==> src/rtl/core/dasm_pkg.sv <==
// ----------------------------------------------------------------------------
// Decimal add/subtract/multiply unit - shared package
// Command codes, stream layout constants, types and the decimal digit split.
// ----------------------------------------------------------------------------
`default_nettype none

package dasm_pkg;

   // Field and stream widths.
   localparam int DIGIT_W      = 4;
   localparam int FIELD_W      = 64;
   localparam int RES_W        = 2 * FIELD_W;
   localparam int REQ_DATA_W   = 136;
   localparam int RSP_DATA_W   = 136;
   localparam int RSP_PAD_W    = RSP_DATA_W - RES_W - 1;

   // Request layout, lowest bit first: cmd, operand_a, operand_b.
   localparam int REQ_CMD_LSB  = 0;
   localparam int REQ_A_LSB    = 2;
   localparam int REQ_B_LSB    = REQ_A_LSB + FIELD_W;

   // Response layout, lowest bit first: result_low, result_high, status.
   localparam int RSP_STATUS_BIT = RES_W;

   // Command codes.
   localparam logic [1:0] CMD_ADD = 2'd0;
   localparam logic [1:0] CMD_SUB = 2'd1;
   localparam logic [1:0] CMD_MUL = 2'd2;

   typedef logic [DIGIT_W-1:0] digit_type;

   // One decimal step: the low digit and the carry into the next position.
   typedef struct packed {
      logic [4:0] carry;
      digit_type  digit;
   } digit_split_type;

   // Start control for the add/subtract unit.
   typedef struct packed {
      logic start;
      logic sub_mode;
   } unit_ctl_type;

   // Split a value of up to 319 into value / 10 and value % 10.
   // The quotient comes from a multiply by 205 and a shift by 11, kept to five
   // bits, which is exact for all values below 320.
   function automatic digit_split_type dec_split(input logic [8:0] value);
      logic [16:0]     scaled;
      logic [4:0]      quot;
      logic [8:0]      tens;
      digit_split_type res;
      scaled    = 17'(value) * 17'd205;
      quot      = scaled[15:11];
      tens      = 9'(quot) * 9'd10;
      res.carry = quot;
      res.digit = 4'(value - tens);
      return res;
   endfunction

endpackage

`default_nettype wire

==> src/rtl/core/decimal_add_sub_multiply_unit.sv <==
// ----------------------------------------------------------------------------
// Decimal add/subtract/multiply unit - top level
// Packed-BCD add, compare-and-subtract and schoolbook multiply on digit-serial
// datapaths, with a registered response stage.
// ----------------------------------------------------------------------------
//
//   Channel  Direction  Transaction contents
//   req_     in         cmd, operand_a, operand_b
//   rsp_     out        result_low, result_high, status
//
// Add and subtract step the adder once per digit. Multiply runs MAX_DIGITS
// passes over the running partial sum, one per multiplier digit.
// One transaction is in the datapath at a time; a stalled response holds the
// datapath result. Reset is synchronous and clears the control state only.
// ----------------------------------------------------------------------------
`default_nettype none

module decimal_add_sub_multiply_unit
   import dasm_pkg::*;
#(
   parameter int MAX_DIGITS = 16
)
(
   input  logic                  clock,
   input  logic                  reset,
   input  logic                  req_tvalid,
   output logic                  req_tready,
   // Fields from bit 0: cmd[1:0], operand_a[63:0], operand_b[63:0], zero fill.
   input  logic [REQ_DATA_W-1:0] req_tdata,
   output logic                  rsp_tvalid,
   input  logic                  rsp_tready,
   // Fields from bit 0: result_low[63:0], result_high[63:0], status, zero fill.
   output logic [RSP_DATA_W-1:0] rsp_tdata
);

   localparam int OPW    = DIGIT_W * MAX_DIGITS;
   localparam int SUM_W  = DIGIT_W * (MAX_DIGITS + 1);
   localparam int PROD_W = 2 * OPW;

   localparam logic [1:0] ST_IDLE = 2'd0;
   localparam logic [1:0] ST_RUN  = 2'd1;
   localparam logic [1:0] ST_PUSH = 2'd2;

   logic [1:0]            state_ff, state_in;
   logic [1:0]            cmd_ff, cmd_in;
   logic                  rsp_valid_ff, rsp_valid_in;
   logic [RSP_DATA_W-1:0] rsp_data_ff, rsp_data_in;

   logic                  accept;
   logic [1:0]            req_cmd;
   logic [FIELD_W-1:0]    req_a;
   logic [FIELD_W-1:0]    req_b;
   unit_ctl_type          add_ctl;
   logic                  mul_start;
   logic [SUM_W-1:0]      sum_digits;
   logic                  not_below;
   logic                  add_done;
   logic [PROD_W-1:0]     product;
   logic                  mul_done;
   logic [RES_W-1:0]      res_val;
   logic                  status_val;
   logic                  load_rsp;

   // Request fields and unit starts.
   assign req_cmd    = req_tdata[REQ_CMD_LSB +: 2];
   assign req_a      = req_tdata[REQ_A_LSB +: FIELD_W];
   assign req_b      = req_tdata[REQ_B_LSB +: FIELD_W];
   assign req_tready = (state_ff == ST_IDLE);
   assign accept     = req_tvalid && req_tready;

   assign add_ctl.start    = accept && ((req_cmd == CMD_ADD) || (req_cmd == CMD_SUB));
   assign add_ctl.sub_mode = (req_cmd == CMD_SUB);
   assign mul_start        = accept && (req_cmd == CMD_MUL);

   dasm_addsub #(
      .MAX_DIGITS (MAX_DIGITS)
   ) u_addsub (
      .clock      (clock),
      .reset      (reset),
      .ctl        (add_ctl),
      .operand_a  (req_a[OPW-1:0]),
      .operand_b  (req_b[OPW-1:0]),
      .sum_digits (sum_digits),
      .not_below  (not_below),
      .done       (add_done)
   );

   dasm_mul #(
      .MAX_DIGITS (MAX_DIGITS)
   ) u_mul (
      .clock     (clock),
      .reset     (reset),
      .start     (mul_start),
      .operand_a (req_a[OPW-1:0]),
      .operand_b (req_b[OPW-1:0]),
      .product   (product),
      .done      (mul_done)
   );

   // Result formatting by command; a refused subtract reads as zero.
   always_comb begin
      res_val    = '0;
      status_val = 1'b0;
      case (cmd_ff)
         CMD_ADD: begin
            res_val[SUM_W-1:0] = sum_digits;
         end
         CMD_SUB: begin
            if (not_below) begin
               res_val[OPW-1:0] = sum_digits[OPW-1:0];
            end else begin
               status_val = 1'b1;
            end
         end
         CMD_MUL: begin
            res_val[PROD_W-1:0] = product;
         end
         default: begin
            res_val = '0;
         end
      endcase
   end

   // Control state machine.
   always_comb begin
      state_in = state_ff;
      cmd_in   = cmd_ff;
      unique case (state_ff)
         ST_IDLE: begin
            if (accept) begin
               cmd_in = req_cmd;
               if ((req_cmd == CMD_ADD) || (req_cmd == CMD_SUB) || (req_cmd == CMD_MUL)) begin
                  state_in = ST_RUN;
               end else begin
                  state_in = ST_PUSH;
               end
            end
         end
         ST_RUN: begin
            if (add_done || mul_done) begin
               state_in = ST_PUSH;
            end
         end
         ST_PUSH: begin
            if (load_rsp) begin
               state_in = ST_IDLE;
            end
         end
         default: begin
            state_in = ST_IDLE;
         end
      endcase
   end

   // Output register: loads when empty or being drained in the same cycle.
   always_comb begin
      load_rsp     = (state_ff == ST_PUSH) && (!rsp_valid_ff || rsp_tready);
      rsp_valid_in = rsp_valid_ff;
      rsp_data_in  = rsp_data_ff;
      if (load_rsp) begin
         rsp_valid_in = 1'b1;
         rsp_data_in  = {{RSP_PAD_W{1'b0}}, status_val, res_val};
      end else if (rsp_tready) begin
         rsp_valid_in = 1'b0;
      end
   end

   // Control registers.
   always_ff @(posedge clock) begin
      if (reset) begin
         state_ff     <= ST_IDLE;
         rsp_valid_ff <= 1'b0;
      end else begin
         state_ff     <= state_in;
         rsp_valid_ff <= rsp_valid_in;
      end
   end

   // Payload registers.
   always_ff @(posedge clock) begin
      cmd_ff      <= cmd_in;
      rsp_data_ff <= rsp_data_in;
   end

   assign rsp_tvalid = rsp_valid_ff;
   assign rsp_tdata  = rsp_data_ff;

endmodule

`default_nettype wire

==> src/rtl/core/dasm_addsub.sv <==
// ----------------------------------------------------------------------------
// Decimal add/subtract/multiply unit - digit-serial adder/subtractor
// Walks both operands one BCD digit per cycle from the low end, forming the
// sum with a decimal carry or the difference with a borrow, and tracks the
// magnitude compare of the two operands in the same pass.
// ----------------------------------------------------------------------------
`default_nettype none

module dasm_addsub
   import dasm_pkg::*;
#(
   parameter int MAX_DIGITS = 16
)
(
   input  logic                                clock,
   input  logic                                reset,
   input  unit_ctl_type                        ctl,
   input  logic [DIGIT_W*MAX_DIGITS-1:0]       operand_a,
   input  logic [DIGIT_W*MAX_DIGITS-1:0]       operand_b,
   output logic [DIGIT_W*(MAX_DIGITS+1)-1:0]   sum_digits,
   output logic                                not_below,
   output logic                                done
);

   localparam int                OPW   = DIGIT_W * MAX_DIGITS;
   localparam int                CNT_W = $clog2(MAX_DIGITS + 1);
   localparam logic [CNT_W-1:0]  LAST  = CNT_W'(MAX_DIGITS - 1);

   logic [OPW-1:0]   a_ff, a_in;
   logic [OPW-1:0]   b_ff, b_in;
   logic [OPW-1:0]   res_ff, res_in;
   logic [CNT_W-1:0] cnt_ff, cnt_in;
   logic [1:0]       carry_ff, carry_in;
   logic             busy_ff, busy_in;
   logic             done_ff, done_in;
   logic             sub_ff, sub_in;
   logic             ge_ff, ge_in;

   digit_type        da;
   digit_type        db;
   digit_type        digit;
   logic [5:0]       add_sum;
   logic [5:0]       sub_diff;
   logic [5:0]       sub_wrap;
   digit_split_type  split;

   // Digit datapath for the current position.
   always_comb begin
      da       = a_ff[DIGIT_W-1:0];
      db       = b_ff[DIGIT_W-1:0];
      add_sum  = 6'(da) + 6'(db) + 6'(carry_ff);
      split    = dec_split(9'(add_sum));
      sub_diff = 6'(da) - 6'(db) - 6'(carry_ff[0]);
      sub_wrap = sub_diff + 6'd10;
      if (sub_ff) begin
         digit = sub_diff[5] ? sub_wrap[DIGIT_W-1:0] : sub_diff[DIGIT_W-1:0];
      end else begin
         digit = split.digit;
      end
   end

   // Sequencing: load on start, then one digit per cycle until the top one.
   always_comb begin
      a_in     = a_ff;
      b_in     = b_ff;
      res_in   = res_ff;
      cnt_in   = cnt_ff;
      carry_in = carry_ff;
      busy_in  = busy_ff;
      done_in  = 1'b0;
      sub_in   = sub_ff;
      ge_in    = ge_ff;
      if (ctl.start) begin
         a_in     = operand_a;
         b_in     = operand_b;
         cnt_in   = '0;
         carry_in = '0;
         busy_in  = 1'b1;
         sub_in   = ctl.sub_mode;
         ge_in    = 1'b1;
      end else if (busy_ff) begin
         a_in   = a_ff >> DIGIT_W;
         b_in   = b_ff >> DIGIT_W;
         res_in = (res_ff >> DIGIT_W) | (OPW'(digit) << (OPW - DIGIT_W));
         // The highest differing digit decides the compare.
         if (da > db) begin
            ge_in = 1'b1;
         end else if (da < db) begin
            ge_in = 1'b0;
         end
         if (sub_ff) begin
            carry_in = {1'b0, sub_diff[5]};
         end else begin
            carry_in = split.carry[1:0];
         end
         cnt_in = cnt_ff + 1'b1;
         if (cnt_ff == LAST) begin
            busy_in = 1'b0;
            done_in = 1'b1;
         end
      end
   end

   // Control registers.
   always_ff @(posedge clock) begin
      if (reset) begin
         busy_ff <= 1'b0;
         done_ff <= 1'b0;
      end else begin
         busy_ff <= busy_in;
         done_ff <= done_in;
      end
   end

   // Datapath registers.
   always_ff @(posedge clock) begin
      a_ff     <= a_in;
      b_ff     <= b_in;
      res_ff   <= res_in;
      cnt_ff   <= cnt_in;
      carry_ff <= carry_in;
      sub_ff   <= sub_in;
      ge_ff    <= ge_in;
   end

   assign sum_digits = {DIGIT_W'(carry_ff), res_ff};
   assign not_below  = ge_ff;
   assign done       = done_ff;

endmodule

`default_nettype wire

==> src/rtl/core/dasm_mul.sv <==
// ----------------------------------------------------------------------------
// Decimal add/subtract/multiply unit - digit-serial multiplier
// Schoolbook multiply: for each multiplier digit, one pass over the running
// partial sum adds multiplicand times that digit, one digit per cycle with a
// decimal carry. The lowest digit of each pass is final and retires into the
// low half of the product.
// ----------------------------------------------------------------------------
`default_nettype none

module dasm_mul
   import dasm_pkg::*;
#(
   parameter int MAX_DIGITS = 16
)
(
   input  logic                            clock,
   input  logic                            reset,
   input  logic                            start,
   input  logic [DIGIT_W*MAX_DIGITS-1:0]   operand_a,
   input  logic [DIGIT_W*MAX_DIGITS-1:0]   operand_b,
   output logic [2*DIGIT_W*MAX_DIGITS-1:0] product,
   output logic                            done
);

   localparam int                OPW      = DIGIT_W * MAX_DIGITS;
   localparam int                PW       = DIGIT_W * (MAX_DIGITS + 1);
   localparam int                ROW_W    = $clog2(MAX_DIGITS + 1);
   localparam int                COL_W    = $clog2(MAX_DIGITS + 3);
   localparam logic [ROW_W-1:0]  LAST_ROW = ROW_W'(MAX_DIGITS - 1);
   localparam logic [COL_W-1:0]  LAST_COL = COL_W'(MAX_DIGITS + 1);
   localparam logic [COL_W-1:0]  B_END    = COL_W'(MAX_DIGITS);

   logic [OPW-1:0]   a_ff, a_in;
   logic [OPW-1:0]   b_ff, b_in;
   logic [PW-1:0]    p_ff, p_in;
   logic [OPW-1:0]   lo_ff, lo_in;
   logic [4:0]       carry_ff, carry_in;
   logic [ROW_W-1:0] row_ff, row_in;
   logic [COL_W-1:0] col_ff, col_in;
   logic             busy_ff, busy_in;
   logic             done_ff, done_in;

   digit_type        p_dig;
   digit_type        b_dig;
   logic [7:0]       prod;
   logic [8:0]       total;
   digit_split_type  split;

   // One multiply-accumulate step: partial digit + b digit * a digit + carry.
   always_comb begin
      p_dig = (col_ff <= B_END) ? p_ff[DIGIT_W-1:0] : '0;
      b_dig = (col_ff <  B_END) ? b_ff[DIGIT_W-1:0] : '0;
      prod  = 8'(b_dig) * 8'(a_ff[DIGIT_W-1:0]);
      total = 9'(p_dig) + 9'(prod) + 9'(carry_ff);
      split = dec_split(total);
   end

   // Pass and row sequencing.
   always_comb begin
      a_in     = a_ff;
      b_in     = b_ff;
      p_in     = p_ff;
      lo_in    = lo_ff;
      carry_in = carry_ff;
      row_in   = row_ff;
      col_in   = col_ff;
      busy_in  = busy_ff;
      done_in  = 1'b0;
      if (start) begin
         a_in     = operand_a;
         b_in     = operand_b;
         p_in     = '0;
         carry_in = '0;
         row_in   = '0;
         col_in   = '0;
         busy_in  = 1'b1;
      end else if (busy_ff) begin
         // Partial sum shifts down one digit per cycle; the new digit enters
         // at the top, so after a pass the sum sits one digit lower.
         p_in     = (p_ff >> DIGIT_W) | (PW'(split.digit) << (PW - DIGIT_W));
         carry_in = split.carry;
         col_in   = col_ff + 1'b1;
         if (col_ff == '0) begin
            lo_in = (lo_ff >> DIGIT_W) | (OPW'(split.digit) << (OPW - DIGIT_W));
         end
         if (col_ff < B_END) begin
            b_in = (b_ff >> DIGIT_W) | (OPW'(b_ff[DIGIT_W-1:0]) << (OPW - DIGIT_W));
         end
         if (col_ff == LAST_COL) begin
            col_in   = '0;
            carry_in = '0;
            a_in     = a_ff >> DIGIT_W;
            row_in   = row_ff + 1'b1;
            if (row_ff == LAST_ROW) begin
               busy_in = 1'b0;
               done_in = 1'b1;
            end
         end
      end
   end

   // Control registers.
   always_ff @(posedge clock) begin
      if (reset) begin
         busy_ff <= 1'b0;
         done_ff <= 1'b0;
      end else begin
         busy_ff <= busy_in;
         done_ff <= done_in;
      end
   end

   // Datapath registers.
   always_ff @(posedge clock) begin
      a_ff     <= a_in;
      b_ff     <= b_in;
      p_ff     <= p_in;
      lo_ff    <= lo_in;
      carry_ff <= carry_in;
      row_ff   <= row_in;
      col_ff   <= col_in;
   end

   assign product = {p_ff[OPW-1:0], lo_ff};
   assign done    = done_ff;

endmodule

`default_nettype wire

==> config.mk <==
export PLATFORM = sky130hd
export DESIGN_NAME = decimal_add_sub_multiply_unit
export DESIGN_NICKNAME = d
export VERILOG_FILES = /design/src/rtl/core/dasm_pkg.sv /design/src/rtl/core/decimal_add_sub_multiply_unit.sv /design/src/rtl/core/dasm_addsub.sv /design/src/rtl/core/dasm_mul.sv
export SDC_FILE = /design/constraint.sdc
export NUM_CORES = 1
export LEC_CHECK = 0
export BUFFER_PORTS_ARGS = -buffer_cell sky130_fd_sc_hd__clkbuf_2
export CORE_MARGIN = 5
export CORE_UTILIZATION = 45
export CTS_BUF_LIST = sky130_fd_sc_hd__clkbuf_2
export CTS_CLUSTER_DIAMETER = 200
export DETAILED_ROUTE_END_ITERATION = 16
export SLEW_MARGIN = 20
export SYNTH_ARGS = -nofsm -noshare
export SYNTH_HDL_FRONTEND = slang
export SYNTH_SLANG_ARGS = --single-unit
==> constraint.sdc <==
create_clock -name clock -period 15.48 [get_ports clock]
set_clock_uncertainty 0.1 [all_clocks]
set_input_delay 0 -clock clock [delete_from_list [all_inputs] [get_ports clock]]
set_output_delay 0 -clock clock [all_outputs]
set_load 0.02 [all_outputs]
==> impl_metrics.env <==
export IMPL_area_delta_synth_final_pct=33.6
export IMPL_fin_tns_setup_ps=0
export IMPL_hold_end="state_ff[1]"
export IMPL_pin_count=278
export IMPL_yosys_warnings=0
export IMPL_cts_tree="yes"
export IMPL_first_pass_iters=5
export IMPL_power_per_cell_area_nw_per_um2=182
export IMPL_rsz0062_at_grt="false"
export IMPL_nNetsFinal=3405
export IMPL_final_common_cell="nand2_1"
export IMPL_core_um2=59000
export IMPL_outcome="complete, no violations"
export IMPL_ctsResizeCount=0
export IMPL_cts_made_buffers=159
export IMPL_syn_mean_instance_area_um2=12.0
export IMPL_min_period_ps=9450
export IMPL_clkTransAtPathRegs_ps=110
export IMPL_wl_per_cell_um=17.4
export IMPL_start_kind="flip-flop"
export IMPL_most_common_layout_cells="nand2_1 (764), dlygate4sd3_1 (546), edfxtp_1 (516)"
export IMPL_r2r_end="u_mul.p_ff[67]"
export IMPL_finalHoldViolations=0
export IMPL_hold_path_depth=6
export IMPL_drtIter0Drc=1309
export IMPL_drv_slew=0
export IMPL_multi_input_area_um2=8580
export IMPL_design_area_um2=35800
export IMPL_r2r_slack_ps=6030
export IMPL_synth_seq_cells=614
export IMPL_path_delay_family="adder cells"
export IMPL_finalSetupViolCount=0
export IMPL_hold_start="rsp_tready"
export IMPL_vias_per_cell=5.02
export IMPL_cts_sinks=614
export IMPL_fmax_mhz=106
export IMPL_power_leakage_uw=0.0151
export IMPL_yosysSeqAreaShare_pct=65.1
export IMPL_ir_drop_v=0.000533
export IMPL_min_path_type="in -> reg"
export IMPL_startpoint="u_mul.col_ff[0]"
export IMPL_fp_row_count=89
export IMPL_netlist_area_um2=26800
export IMPL_grt_pass1_vias=21187
export IMPL_worstSetupPathType="reg -> reg"
export IMPL_crit_required_ps=16570
export IMPL_postRouteAntennaNets=0
export IMPL_clk_latency_ps=1300
export IMPL_cp_end_kind="flip-flop"
export IMPL_fill_cells=4555
export IMPL_netlist_instances=2241
export IMPL_hpwl_mm=36.3
export IMPL_slew_headroom_pct=31.5
export IMPL_ys_flop_type="edfxtp_1"
export IMPL_max_stage_delay_ps=730
export IMPL_gp_congestion=0.776
export IMPL_post_route_period_util_pct=61.1
export IMPL_dieArea_um2=64500
export IMPL_synthArstFlopShare_pct=0
export IMPL_dieWidth_um=254
export IMPL_postCtsSetupBuffers=0
export IMPL_antenna_found_initial=3
export IMPL_overflow=0
export IMPL_layout_drive_gt1_share_pct=17.0
export IMPL_worstPathArrival_ps=10540
export IMPL_max_cap_viol_count=0
export IMPL_critPathBufInv=6
export IMPL_cts_buffer_depth=3
export IMPL_final_seq_area_um2=17500
export IMPL_fin_util_pct=60.7
export IMPL_drc=0
export IMPL_port_buffers=264
export IMPL_fp_dieH_um=254
export IMPL_placed_cell_area_um2=28800
export IMPL_grt_pass1_wl_mm=110
export IMPL_cts_max_level=4
export IMPL_grt_max_degree=101
export IMPL_ctsRootBufferMaster="clkbuf_2"
export IMPL_cts_hold_repair_buffers=546
export IMPL_worstMarginPinSlew_ps=1030
export IMPL_grt_usage_pct=21.5
export IMPL_initial_core_util_pct=45.4
export IMPL_crit_fanout=12
export IMPL_num_vias=20218
export IMPL_ys_types=60
export IMPL_r2r_cells=35
export IMPL_wl_mm=70.2
export IMPL_slowest_stage="a211oi_2"
export IMPL_r2r_start="u_mul.col_ff[0]"
export IMPL_synth_edf_count=516
where the power goes:
part / internal [µW] / switching [µW] / total (µW)
Combinational: 1400 / 1880 / 3280
Sequential: 2010 / 64.8 / 2070
Clock: 460 / 699 / 1160
synthesized netlist by cell type, drive strengths merged (2+ instances only):
cell | n | area [µm²]
nor2b | 13 | 81.3
and3 | 4 | 25.0
ha | 101 | 1260
nand3 | 9 | 45.0
or2 | 4 | 25.0
mux2 | 3 | 33.8
and3b | 2 | 17.5
a31oi | 3 | 18.8
xor2 | 16 | 148
dfxtp | 98 | 1960
edfxtp | 516 | 15500
o31ai | 5 | 42.5
nand3b | 4 | 30.0
clkbuf | 73 | 274
or4 | 2 | 15.0
a22o | 64 | 561
nor3 | 6 | 35.0
and2 | 88 | 551
nand4 | 8 | 50.1
o21bai | 3 | 22.5
or4b | 2 | 20.0
xnor2 | 18 | 158
buf | 36 | 209
a21o | 6 | 46.3
nand4b | 3 | 26.3
mux2i | 75 | 751
inv | 98 | 368
nand2 | 765 | 2870
nor4b | 4 | 35.0
a21oi | 26 | 130
a211oi | 10 | 85.1
o21ai | 12 | 60.1
fa | 38 | 761
nand2b | 8 | 50.1
nor2 | 98 | 368
or3 | 4 | 25.0
nor3b | 5 | 37.5
metal layers:
metal / track usage [%] / wire [µm]
met4: 9.74 / 2540
met3: 5.09 / 4580
met1: 26.1 / 27900
met2: 36.7 / 35100
met5: 0 / 0
flip-flops by register name, summed over array words and instances (netlist names), 64 cells and up:
name,cells
u_mul.a_ff,64
u_addsub.b_ff,64
u_addsub.a_ff,64
u_addsub.res_ff,64
u_mul.p_ff,68
u_mul.b_ff,64
rsp_tdata,129
u_mul.lo_ff,64
worst min-delay path: stages:
cell and delay [ps]:
dlygate4sd3_1 520, clkbuf_2 110, dlygate4sd3_1 550, nand2b_1 180, o22ai_1 100, nor2b_1 130
stage by stage:
stage          hold slack (ps)  instances  setup WS (ps)  power, µW
2_1_floorplan            -30.9       2247           7070       4610
3_3_place_gp               176       3192           6280       5150
5_1_grt                    168       4024           5390       7130
6_report                   252       4024           6030       6520
4_1_cts                   72.0       4020           6050       6570
3_5_place_dp               175       3192           6100       5300
cell families after synthesis:
kind of cell    share of synthesized area (%)
compound gates                           3.84
xor+xnor                                 1.22
fa+ha+maj                                7.55
buf+inv                                  3.17
flops                                    65.1
mux                                      2.93
other cells                            0.0140
simple gates                             16.1
final cells by class:
cell class / instances / share of cell area, %
Clock buffer: 231 / 3.23
Timing Repair Buffer: 827 / 19.3
Inverter: 98 / 1.03
Clock inverter: 51 / 0.954
Tap cell: 773 / 2.70
Sequential cell: 614 / 48.8
Antenna cell: 4 / 0.0280
Multi-Input combinational cell: 1426 / 24.0
worst max-delay path by stage:
stage / end / slack [ps] / cells after the start
6_report: u_mul.p_ff[67] / 6030 / 35
5_1_grt: u_mul.p_ff[67] / 5390 / 35
4_1_cts: u_mul.p_ff[67] / 6050 / 35
3_5_place_dp: u_mul.p_ff[67] / 6100 / 35
3_3_place_gp: u_mul.p_ff[67] / 6280 / 35
2_1_floorplan: u_mul.p_ff[67] / 7070 / 36
Note: power is estimated with default switching activity, not from simulation.
